===== config.mk =====
export PLATFORM = sky130hd
export DESIGN_NAME = bsc_lane
export DESIGN_NICKNAME = d
export VERILOG_FILES = /design/src/rtl/bsc_pkg.sv /design/src/rtl/bsc_lane.sv
export SDC_FILE = /design/constraint.sdc
export NUM_CORES = 1
export LEC_CHECK = 0
export ABC_AREA = 1
export BUFFER_PORTS_ARGS = -buffer_cell sky130_fd_sc_hd__buf_2
export CAP_MARGIN = 20
export CORE_MARGIN = 3
export CORE_UTILIZATION = 35
export DETAILED_ROUTE_END_ITERATION = 8
export PLACE_DENSITY = 0.65
export SYNTH_ARGS = -nofsm -noshare
export SYNTH_HDL_FRONTEND = slang
export SYNTH_SLANG_ARGS = --single-unit

===== constraint.sdc =====
create_clock -name vclk -period 4.15
set_clock_uncertainty 0.05 [all_clocks]
set_input_delay 0.83 -clock vclk [all_inputs]
set_output_delay 0.83 -clock vclk [all_outputs]
set_load 0.05 [all_outputs]

===== src/rtl/bsc_pkg.sv =====
package bsc_pkg;

	localparam int LANES = 64;

	typedef enum logic [1:0] {
		OP_CLEAR = 2'd0,
		OP_ADD   = 2'd1,
		OP_SUB   = 2'd2,
		OP_READ  = 2'd3
	} op_t;

	typedef struct packed {
		op_t         op;
		logic [7:0]  word_index;
		logic [63:0] data_word;
		logic [3:0]  slices_to_add;
		logic [7:0]  subtrahend;
		logic [2:0]  slice_select;
	} req_t;

	typedef struct packed {
		logic [63:0] read_data;
		logic [63:0] top_slice_word;
	} rsp_t;

endpackage


===== src/rtl/bsc_lane.sv =====
module bsc_lane #(
	parameter int SLICES = 8
) (
	input  bsc_pkg::op_t      op,
	input  logic [SLICES-1:0] cur,
	input  logic              data_bit,
	input  logic [SLICES-1:0] add_mask,
	input  logic [SLICES-1:0] sub_val,
	output logic [SLICES-1:0] nxt
);

	import bsc_pkg::*;

	logic [SLICES-1:0] sum;
	logic [SLICES-1:0] diff;

	// carry into a masked slice comes only from lower slices, so a full add
	// followed by a mask matches the half-adder ripple
	assign sum  = cur + SLICES'(data_bit);
	assign diff = cur - sub_val;

	always_comb begin
		unique case (op)
			OP_CLEAR: nxt = '0;
			OP_ADD:   nxt = (sum & add_mask) | (cur & ~add_mask);
			OP_SUB:   nxt = diff;
			OP_READ:  nxt = cur;
		endcase
	end

endmodule


# == Word-level counts from Yosys, hierarchy flattened ==
# Cells that the tools add are included.
# op_classes
n_eq_ne,3
n_mul,0
n_lt_le_gt_ge,0
div,0
shift,0
n_addsub,2
n_reduce_logical,1
bitwise_logic,4
mux,1
# op_table
cell,n
8-bit case mux with 4 select lines,1
8-bit AND,2
8-bit by 1-bit adder with 8-bit output,1
8-bit inverter,1
8-bit bitwise OR,1
8-bit subtractor,1
2-bit == test (second input constant),2
2-bit by 1-bit == test with 1-bit output (second input constant),1
2-bit logical NOT,1
# word_totals
regBits,0
romBits,0
wordCells,11
mem_count,0
latchBits,0
input_bits,27
mem_bits_rw,0

# == Depth between registers and ports, before layout ==
# Gate-level depths: netlist (run 1).
# depth
depth_word,4
ltp_mapped,11

# == Least setup slack after synthesis (run 1) ==
# Ideal clock, no wire load.
# synth_timing
kind,input to output
from,input port cur[0]
to,output port nxt[4]
t_arrival_ns,2.181
required_ns,3.270
cell_stages,10
path_slack_ns,1.089
cell_sequence,inv_1 > ha_1 > inv_1 > fa_1 > nand2_1 > nand2_1 > a21oi_1 > nor2_1 > nand2_1 > nand3_1
# synth_via
elab_chain_cells,4
# synth_lines
element,line,rtl
from (decl),bsc_lane.sv:5,"input logic [SLICES-1:0] cur,"
8-bit by 1-bit adder with 8-bit output,bsc_lane.sv:19,assign sum = cur + SLICES'(data_bit);
8-bit AND,bsc_lane.sv:25,OP_ADD: nxt = (sum & add_mask) | (cur & ~add_mask);
8-bit bitwise OR,bsc_lane.sv:25,
8-bit case mux with 4 select lines *,bsc_lane.sv:23,unique case (op)
to (decl),bsc_lane.sv:9,output logic [SLICES-1:0] nxt
# Every way passes the cells marked *; elsewhere a longest branch is shown, timed or not.

# == Worst setup path in the final report (run 1) ==
# layout_timing
from,input port cur[0]
to,output port nxt[6]
# Same word-level chain as after synthesis.

==> results of run 1 <==
[critical path: cells and delay by family]
| kind | cells | cell delay [ns] |
|---|---|---|
| adder cells (fa/ha/maj) | 2 | 0.54 |
| AND/OR/NAND/NOR | 7 | 0.50 |
| buffers and inverters | 4 | 0.48 |
[layer usage]
layer  GRT usage, %  share of wire [%]
met1           20.8                 43
met5              0                  0
met2           29.1                 51
met4              0                  0
met3          0.593                5.7
[cell usage after synthesis]
master    number  area, µm²
a21oi_1        9       45.0
xnor2_1        1       8.76
nand3b_1       2       15.0
nand2_2        1       6.26
ha_1          10        125
or2_0          1       6.26
a21o_1         1       7.51
a21boi_2       1       11.3
inv_2          4       15.0
nand4_1        1       6.26
clkinv_2       1       5.00
nor3_1         1       5.00
inv_1         22       82.6
nor2_4         2       22.5
o21ai_1        3       15.0
nand3_1       21        105
o221ai_1       1       8.76
o211ai_1       2       15.0
nand2_1       40        150
nor2_1         6       22.5
fa_1           1       20.0
[through the flow]
step	std cells	hold slack (ns)	worst slack [ns]
2_1_floorplan	131	1.95	1.09
3_3_place_gp	191	2.06	0.940
3_5_place_dp	191	2.07	0.914
4_1_cts	191	2.07	0.913
5_1_grt	191	2.12	0.739
6_report	191	2.06	0.919
[power by group through the flow]
| stage | registers (mW) | clock network [mW] | logic (mW) |
|---|---|---|---|
| 5_1_grt | 0 | 0 | 0.140 |
| 3_3_place_gp | 0 | 0 | 0.123 |
| 4_1_cts | 0 | 0 | 0.125 |
| 6_report | 0 | 0 | 0.124 |
| 3_5_place_dp | 0 | 0 | 0.124 |
| 2_1_floorplan | 0 | 0 | 0.0870 |
[area by class of cell]
type | instances | area [µm²] | area share (%)
inverters | 27 | 103 | 11.3
multi-input cells | 104 | 596 | 65.8
well taps | 25 | 31.3 | 3.46
repair buffers | 35 | 175 | 19.4
[worst paths after layout]
| path | slack [ns] | endpoint | start | depth (start not counted) |
|---|---|---|---|---|
| worst min-delay path | 2.06 | nxt[1] | add_mask[1] | 4 |
| worst max-delay path | 0.92 | nxt[6] | cur[0] | 13 |
[logic make-up after synthesis]
logic type	share of synthesized area [%]
buffers and inverters	14.7
XOR/XNOR	1.25
AO/OA/AOI/OAI	14.7
AND/OR/NAND/NOR	48.6
adder cells (fa/ha/maj)	20.8
==> summary.txt, run 1 <==
Min path
  • Hold Crit Class: input port to primary output

Final layout
  • Final core utilization: 50.2%
  • Commonest non-fill, non-tap cell in the layout: nand2_1
  • Fill cell count: 210
  • Synth-to-Final Area Change: 29.6%
  • Most frequent cells in the layout: nand2_1, buf_2, inv_1
  • Final Cell Area: 905 µm²
  • Share of cells above drive strength 1: 26.5%
  • N_diodes: 0
  • Seq_cells: 0
  • Clk_buf instances: 0
  • Nets: 206
  • Register area: 0 µm²

Worst setup path
  • Kind of critical path: input port to primary output
  • Critical Path AT: 2.35 ns
  • Worst-path cell chain: buf_2 > inv_1 > ha_1 > inv_1 > fa_1 > nand2_1 > nand2_1 > nand3b_1 > nand2_1 > nand2_1 > nand3_1 > nand2_1 > buf_2
  • CP max stage delay: 0.40 ns
  • Critical path's most frequent cell: nand2_1
  • Crit-path slowest cell: fa_1
  • Worst Path Max Fanout: 3
  • Startpoint types: input port
  • CP endpoint kind: primary output
  • Critical Path RT: 3.27 ns

GRT
  • Largest net degree at the start of global routing: 8
  • Gr ovfl total: 0
  • Vias in the first global route: 805
  • Initial antenna violation count: 0
  • First-pass GRT wire length: 3.31 mm
  • All-Layer GR Usage: 15.6%

Floorplan
  • Initial Util: 38.8%
  • Ports: 35
  • Die H: 50.7 µm
  • Die Area: 2570 µm²
  • Core Area: 1800 µm²
  • Num rows: 15
  • Die W: 50.7 µm

Synth
  • Post-Syn Area: 698 µm²
  • Syn_area_per_cell: 5.33 µm²
  • Synth warn: 0
  • Syn Nets: 169
  • Gate count after technology mapping: 131
  • Seq/Total Area, Yosys: 0%
  • Synth unique cells: 21

Timing
  • Fin. max-slew vios: 0
  • RSZ-0062 raised after global routing: false
  • Total negative setup slack: 0 ns
  • Fin crit share: 77.9%
  • Final Hold Fails: 0
  • Slew headroom: 83.3%
  • Final setup viols: 0
  • Min Tclk post-route: 3.23 ns
  • Worst-Margin Slew: 0.253 ns
  • Fmax: 309 MHz

Detailed routing
  • ANT nets after route: 0
  • Initial DRT Pass Iterations: 4
  • Initial drt markers: 9
  • Vias: 905
  • Vias per inst: 4.74
  • Post-route DRC: 0
  • Avg WL per Cell: 9.93 µm
  • Total wire length: 1.90 mm

Pwr
  • Leak Pwr: 0.552 nW
  • Clk network pwr share: 0%
  • Cell-internal power: 0.0414 mW
  • Sequential share of power: 0%
  • Net Sw Frac: 66.5%
  • Total power: 0.124 mW
  • P per Cell Area: 137 nW/µm²
  • Psw: 0.0824 mW
  • Peak VDD IR: 0.0000580 V
  • Gate power share: 100.0%

Flow run
  • Max-cap violations: 0

Placement
  • Routability-driven placement congestion ratio: 0.804
  • HPWL after detailed placement: 1.69 mm
  • Post-detailed-placement cell area: 905 µm²
  • I/O Buffers: 35

Clock network
  • Post-CTS sizing: 0
  • Post CTS Setup Buffer Count: 0
  • Hold Buf Count CTS: 0

Outcome
  • Outcome: completed
No activity file was read; power rests on OpenSTA's default activity.
==> run 2: changes to the inputs <==
--- a/config.mk
+++ b/config.mk
@@ -11,7 +11,7 @@
 export CORE_MARGIN = 3
 export CORE_UTILIZATION = 35
 export DETAILED_ROUTE_END_ITERATION = 8
-export PLACE_DENSITY = 0.65
+export PLACE_DENSITY = 0.67
 export SYNTH_ARGS = -nofsm -noshare
 export SYNTH_HDL_FRONTEND = slang
 export SYNTH_SLANG_ARGS = --single-unit
==> constraint.sdc (replaced) <==
create_clock -name vclk -period 2.9
set_clock_uncertainty 0.05 [all_clocks]
set_input_delay 0.58 -clock vclk [all_inputs]
set_output_delay 0.58 -clock vclk [all_outputs]
set_load 0.05 [all_outputs]
==> run 2 against run 1 <==
Final cell count unchanged; final area increased by 0.28%; wire length grew 3.0%; flip-flop and latch count unchanged; first-iteration DRC count up 22%; critical path depth unchanged; sequential share of layout area unchanged; critical path type unchanged; largest cell class unchanged.
==> summary.txt, run 2 (synthesized netlist as in run 1, its figures left out) <==
Timing
  • RSZ-0062 raised after global routing: false
  • Hold Slack: 1.57 ns
  • Total negative setup slack: 0 ns
  • Final Hold Fails: 0
  • Worst-Margin Slew: 0.246 ns
  • Min Tclk post-route: 2.70 ns
  • Slew headroom: 83.5%
  • Fin. max-slew vios: 0
  • Fmax: 370 MHz
  • Final setup viols: 0
  • Fin crit share: 93.2%

Detailed routing
  • M1 WL: 847 µm
  • Vias: 942
  • Post-route DRC: 0
  • Top Metal Used: met3
  • Metal2 WL: 972 µm
  • ANT nets after route: 0
  • Initial drt markers: 11
  • DR WL met3: 133 µm
  • Avg WL per Cell: 10.2 µm
  • Vias per inst: 4.93
  • Total wire length: 1.95 mm
  • Initial DRT Pass Iterations: 4

Pwr
  • Peak VDD IR: 0.0000840 V
  • Clk network pwr share: 0%
  • Cell-internal power: 0.0601 mW
  • P per Cell Area: 198 nW/µm²
  • Psw: 0.119 mW
  • Net Sw Frac: 66.5%
  • Total power: 0.179 mW
  • Leak Pwr: 0.552 nW
  • Gate power share: 100.0%
  • Sequential share of power: 0%

Floorplan
  • Die H: 50.7 µm
  • Die Area: 2570 µm²
  • Num rows: 15
  • Initial Util: 38.8%
  • Die W: 50.7 µm
  • Core Area: 1800 µm²
  • Ports: 35

Final layout
  • Synth-to-Final Area Change: 29.9%
  • Fill cell count: 216
  • N_diodes: 0
  • Final non-filler cell total: 191
  • Nets: 206
  • Final core utilization: 50.3%
  • Most frequent cells in the layout: nand2_1, buf_2, inv_1
  • Commonest non-fill, non-tap cell in the layout: nand2_1
  • Clk_buf instances: 0
  • Share of cells above drive strength 1: 26.5%
  • Register area: 0 µm²
  • Seq_cells: 0

Worst setup path
  • Critical path's most frequent cell: nand2_1
  • Worst-path cell chain: buf_2 > inv_1 > ha_1 > inv_1 > fa_1 > nand2_1 > nand2_1 > nand3b_1 > nand2_1 > nand2_1 > nand3_1 > nand2_1 > clkbuf_4
  • Kind of critical path: input port to primary output
  • Critical Path RT: 2.27 ns
  • CP max stage delay: 0.40 ns
  • Startpoint types: input port
  • Worst Path Max Fanout: 3
  • Crit-path slowest cell: fa_1
  • CP endpoint kind: primary output
  • Critical Path AT: 2.07 ns

Placement
  • HPWL after detailed placement: 1.74 mm
  • Placed insts: 191
  • Routability-driven placement congestion ratio: 0.826
  • I/O Buffers: 35

Outcome
  • Outcome: completed

Min path
  • Hold Crit Class: input port to primary output

GRT
  • Vias in the first global route: 847
  • First-pass GRT wire length: 3.38 mm
  • Initial antenna violation count: 0
  • Gr ovfl total: 0
  • Largest net degree at the start of global routing: 8
  • All-Layer GR Usage: 16.0%

Flow run
  • Max-cap violations: 0
-- run 2: cell count changes in the layout (fill, tap and decap cells not counted) --
cell | previous run | this run
buf_2 | 35 | 34
clkbuf_4 | 0 | 1
-- run 2: final timing paths --
path | start | to | slack [ns] | depth (start not counted)
setup / recovery | cur[0] | nxt[6] | 0.20 | 13
hold / removal | add_mask[1] | nxt[1] | 1.57 | 4
-- run 2: layout make-up --
| cell class | instances | area [µm²] | share of cell area (%) |
|---|---|---|---|
| Multi-Input combinational cell | 104 | 596 | 65.7 |
| Timing Repair Buffer | 35 | 178 | 19.6 |
| Inverter | 27 | 103 | 11.3 |
| Tap cell | 25 | 31.3 | 3.45 |
-- run 2: per-stage QoR --
step                area, µm²  setup WS [ns]
global placement          905          0.191
global route              907         0.0225
CTS                       905          0.158
floorplan                 698          0.339
detailed placement        905          0.165
finish                    907          0.197
-- run 2: critical path: cells and delay by family --
family,cells,cell delay [ns]
buf+inv,4,0.45
simple gates,7,0.49
fa+ha+maj,2,0.54
-- run 2: power groups by stage --
stage | Combinational, mW | Sequential, mW | Clock [mW]
floorplan | 0.125 | 0 | 0
global placement | 0.176 | 0 | 0
detailed placement | 0.179 | 0 | 0
CTS | 0.180 | 0 | 0
global route | 0.201 | 0 | 0
finish | 0.179 | 0 | 0
-- run 2: per-layer routing --
metal | vias up | track usage [%]
met5 | - | 0
met4 | 0 | 0
met3 | 0 | 0.593
met2 | 35 | 30.7
met1 | 411 | 20.6
li1 | 496 | -
-- run 2: repair_timing --
action,in CTS,in global routing
hold buffers,0,0
endpoints found under the setup margin,0,1
setup buffers,0,0
resized for setup,0,1
==> run 3: changes to the inputs <==
--- a/config.mk
+++ b/config.mk
@@ -9,9 +9,9 @@
 export BUFFER_PORTS_ARGS = -buffer_cell sky130_fd_sc_hd__buf_2
 export CAP_MARGIN = 20
 export CORE_MARGIN = 3
-export CORE_UTILIZATION = 35
+export CORE_UTILIZATION = 44
 export DETAILED_ROUTE_END_ITERATION = 8
-export PLACE_DENSITY = 0.67
+export PLACE_DENSITY = 0.82
 export SYNTH_ARGS = -nofsm -noshare
 export SYNTH_HDL_FRONTEND = slang
 export SYNTH_SLANG_ARGS = --single-unit
==> run 3 against run 2 <==
Setup slack got worse by 0.0099 ns; sequential share of layout area unchanged; critical path type unchanged; first-iteration DRC count increased to 2.7 times the previous value; global-route usage increased by 3.7 points; largest power group unchanged; largest cell class unchanged.
==> summary.txt, run 3 (synthesized netlist as in run 1, its figures left out) <==
Detailed routing
  • Vias per inst: 5.14
  • Initial DRT Pass Iterations: 4
  • Post-route DRC: 0
  • Avg WL per Cell: 10.8 µm
  • ANT nets after route: 0
  • Vias: 930
  • Initial drt markers: 30
  • Total wire length: 1.96 mm

Final layout
  • Share of cells above drive strength 1: 26.5%
  • N_diodes: 0
  • Synth-to-Final Area Change: 28.1%
  • Final non-filler cell total: 181
  • Most frequent cells in the layout: nand2_1, buf_2, inv_1
  • Commonest non-fill, non-tap cell in the layout: nand2_1
  • Seq_cells: 0
  • Clk_buf instances: 0
  • Nets: 206
  • Register area: 0 µm²

Timing
  • RSZ-0062 raised after global routing: false
  • Fmax: 369 MHz
  • Fin. max-slew vios: 0
  • Min Tclk post-route: 2.71 ns
  • Final setup viols: 0
  • Slew headroom: 84.3%
  • Final Hold Fails: 0
  • Total negative setup slack: 0 ns
  • Fin crit share: 93.6%
  • Worst-Margin Slew: 0.234 ns

Worst setup path
  • Buf+Inv Stages, Crit Path: 4
  • CP endpoint kind: primary output
  • CP Depth: 13
  • CP max stage delay: 0.40 ns
  • Critical Path AT: 2.08 ns
  • CP top delay family: adder cells
  • Worst Path Max Fanout: 3
  • Worst-path cell chain: buf_2 > inv_1 > ha_1 > inv_1 > fa_1 > nand2_1 > nand2_1 > nand3b_1 > nand2_1 > nand2_1 > nand3_1 > nand2_1 > clkbuf_4
  • Critical Path RT: 2.27 ns
  • Startpoint types: input port
  • Crit-path slowest cell: fa_1
  • Kind of critical path: input port to primary output
  • Critical path's most frequent cell: nand2_1

GRT
  • Initial antenna violation count: 0
  • Gr ovfl total: 0
  • Vias in the first global route: 816
  • All-Layer GR Usage: 19.7%
  • Largest net degree at the start of global routing: 8
  • First-pass GRT wire length: 3.22 mm

Pwr
  • P per Cell Area: 202 nW/µm²
  • Peak VDD IR: 0.000112 V
  • Leak Pwr: 0.552 nW

Min path
  • Hold Crit Class: input port to primary output
  • Hold Path Depth: 4

Placement
  • I/O Buffers: 35
  • Placed insts: 181
  • HPWL after detailed placement: 1.74 mm
  • Routability-driven placement congestion ratio: 0.849

Flow run
  • Max-cap violations: 0

Floorplan
  • Die W: 45.8 µm
  • Ports: 35
  • Core Area: 1400 µm²
  • Die Area: 2100 µm²
  • Initial Util: 49.9%
  • Die H: 45.8 µm
  • Num rows: 13

Clock network
  • Hold Buf Count CTS: 0

Outcome
  • Outcome: completed
## run 3: cell counts in the layout (fill, tap and decap cells not counted)
Identical to the previous run, type by type.
## run 3: layout make-up
class	count	area, µm²
timing repair buffer	35	178
inverter	27	103
multi-input combinational	104	596
tap	15	18.8
fill	141	504
## run 3: power by group
group	total [mW]	switching, mW	leakage, nW	internal, mW
logic	0.181	0.120	0.552	0.0606
clock network	0	0	0	0
registers	0	0	0	0
## run 3: worst paths after layout
kind,from,to,slack [ns]
max,cur[0],nxt[6],0.19
min,add_mask[1],nxt[1],1.56
## run 3: repair_timing
action,in CTS,in global routing
resized for setup,0,1
buffers inserted,0,0
setup endpoints to repair,0,1
## run 3: tightest hold or removal path: stages
cell and delay [ns]:
buf_2 0.09, o21ai_1 0.05, nand3_1 0.05, buf_2 0.25
## run 3: stage by stage
stage	worst slack, ns	hold WS [ns]	utilization [%]	power (mW)	instance area [µm²]
floorplan	0.339	1.45	-	0.125	698
global placement	0.195	1.56	63.8	0.174	892
detailed placement	0.154	1.56	63.8	0.179	892
CTS	0.154	1.57	63.8	0.180	892
global route	0.0290	1.61	64.0	0.201	895
finish	0.187	1.56	64.0	0.181	895
## run 3: per-layer routing
layer  global-route usage, %  vias to the layer above  part of all wire, %
met4                       0                        0                    0
met2                    35.4                       37                   48
met3                   0.395                        0                  7.6
li1                        -                      494                    -
met1                    27.5                      399                   45
met5                       0                        -                    0
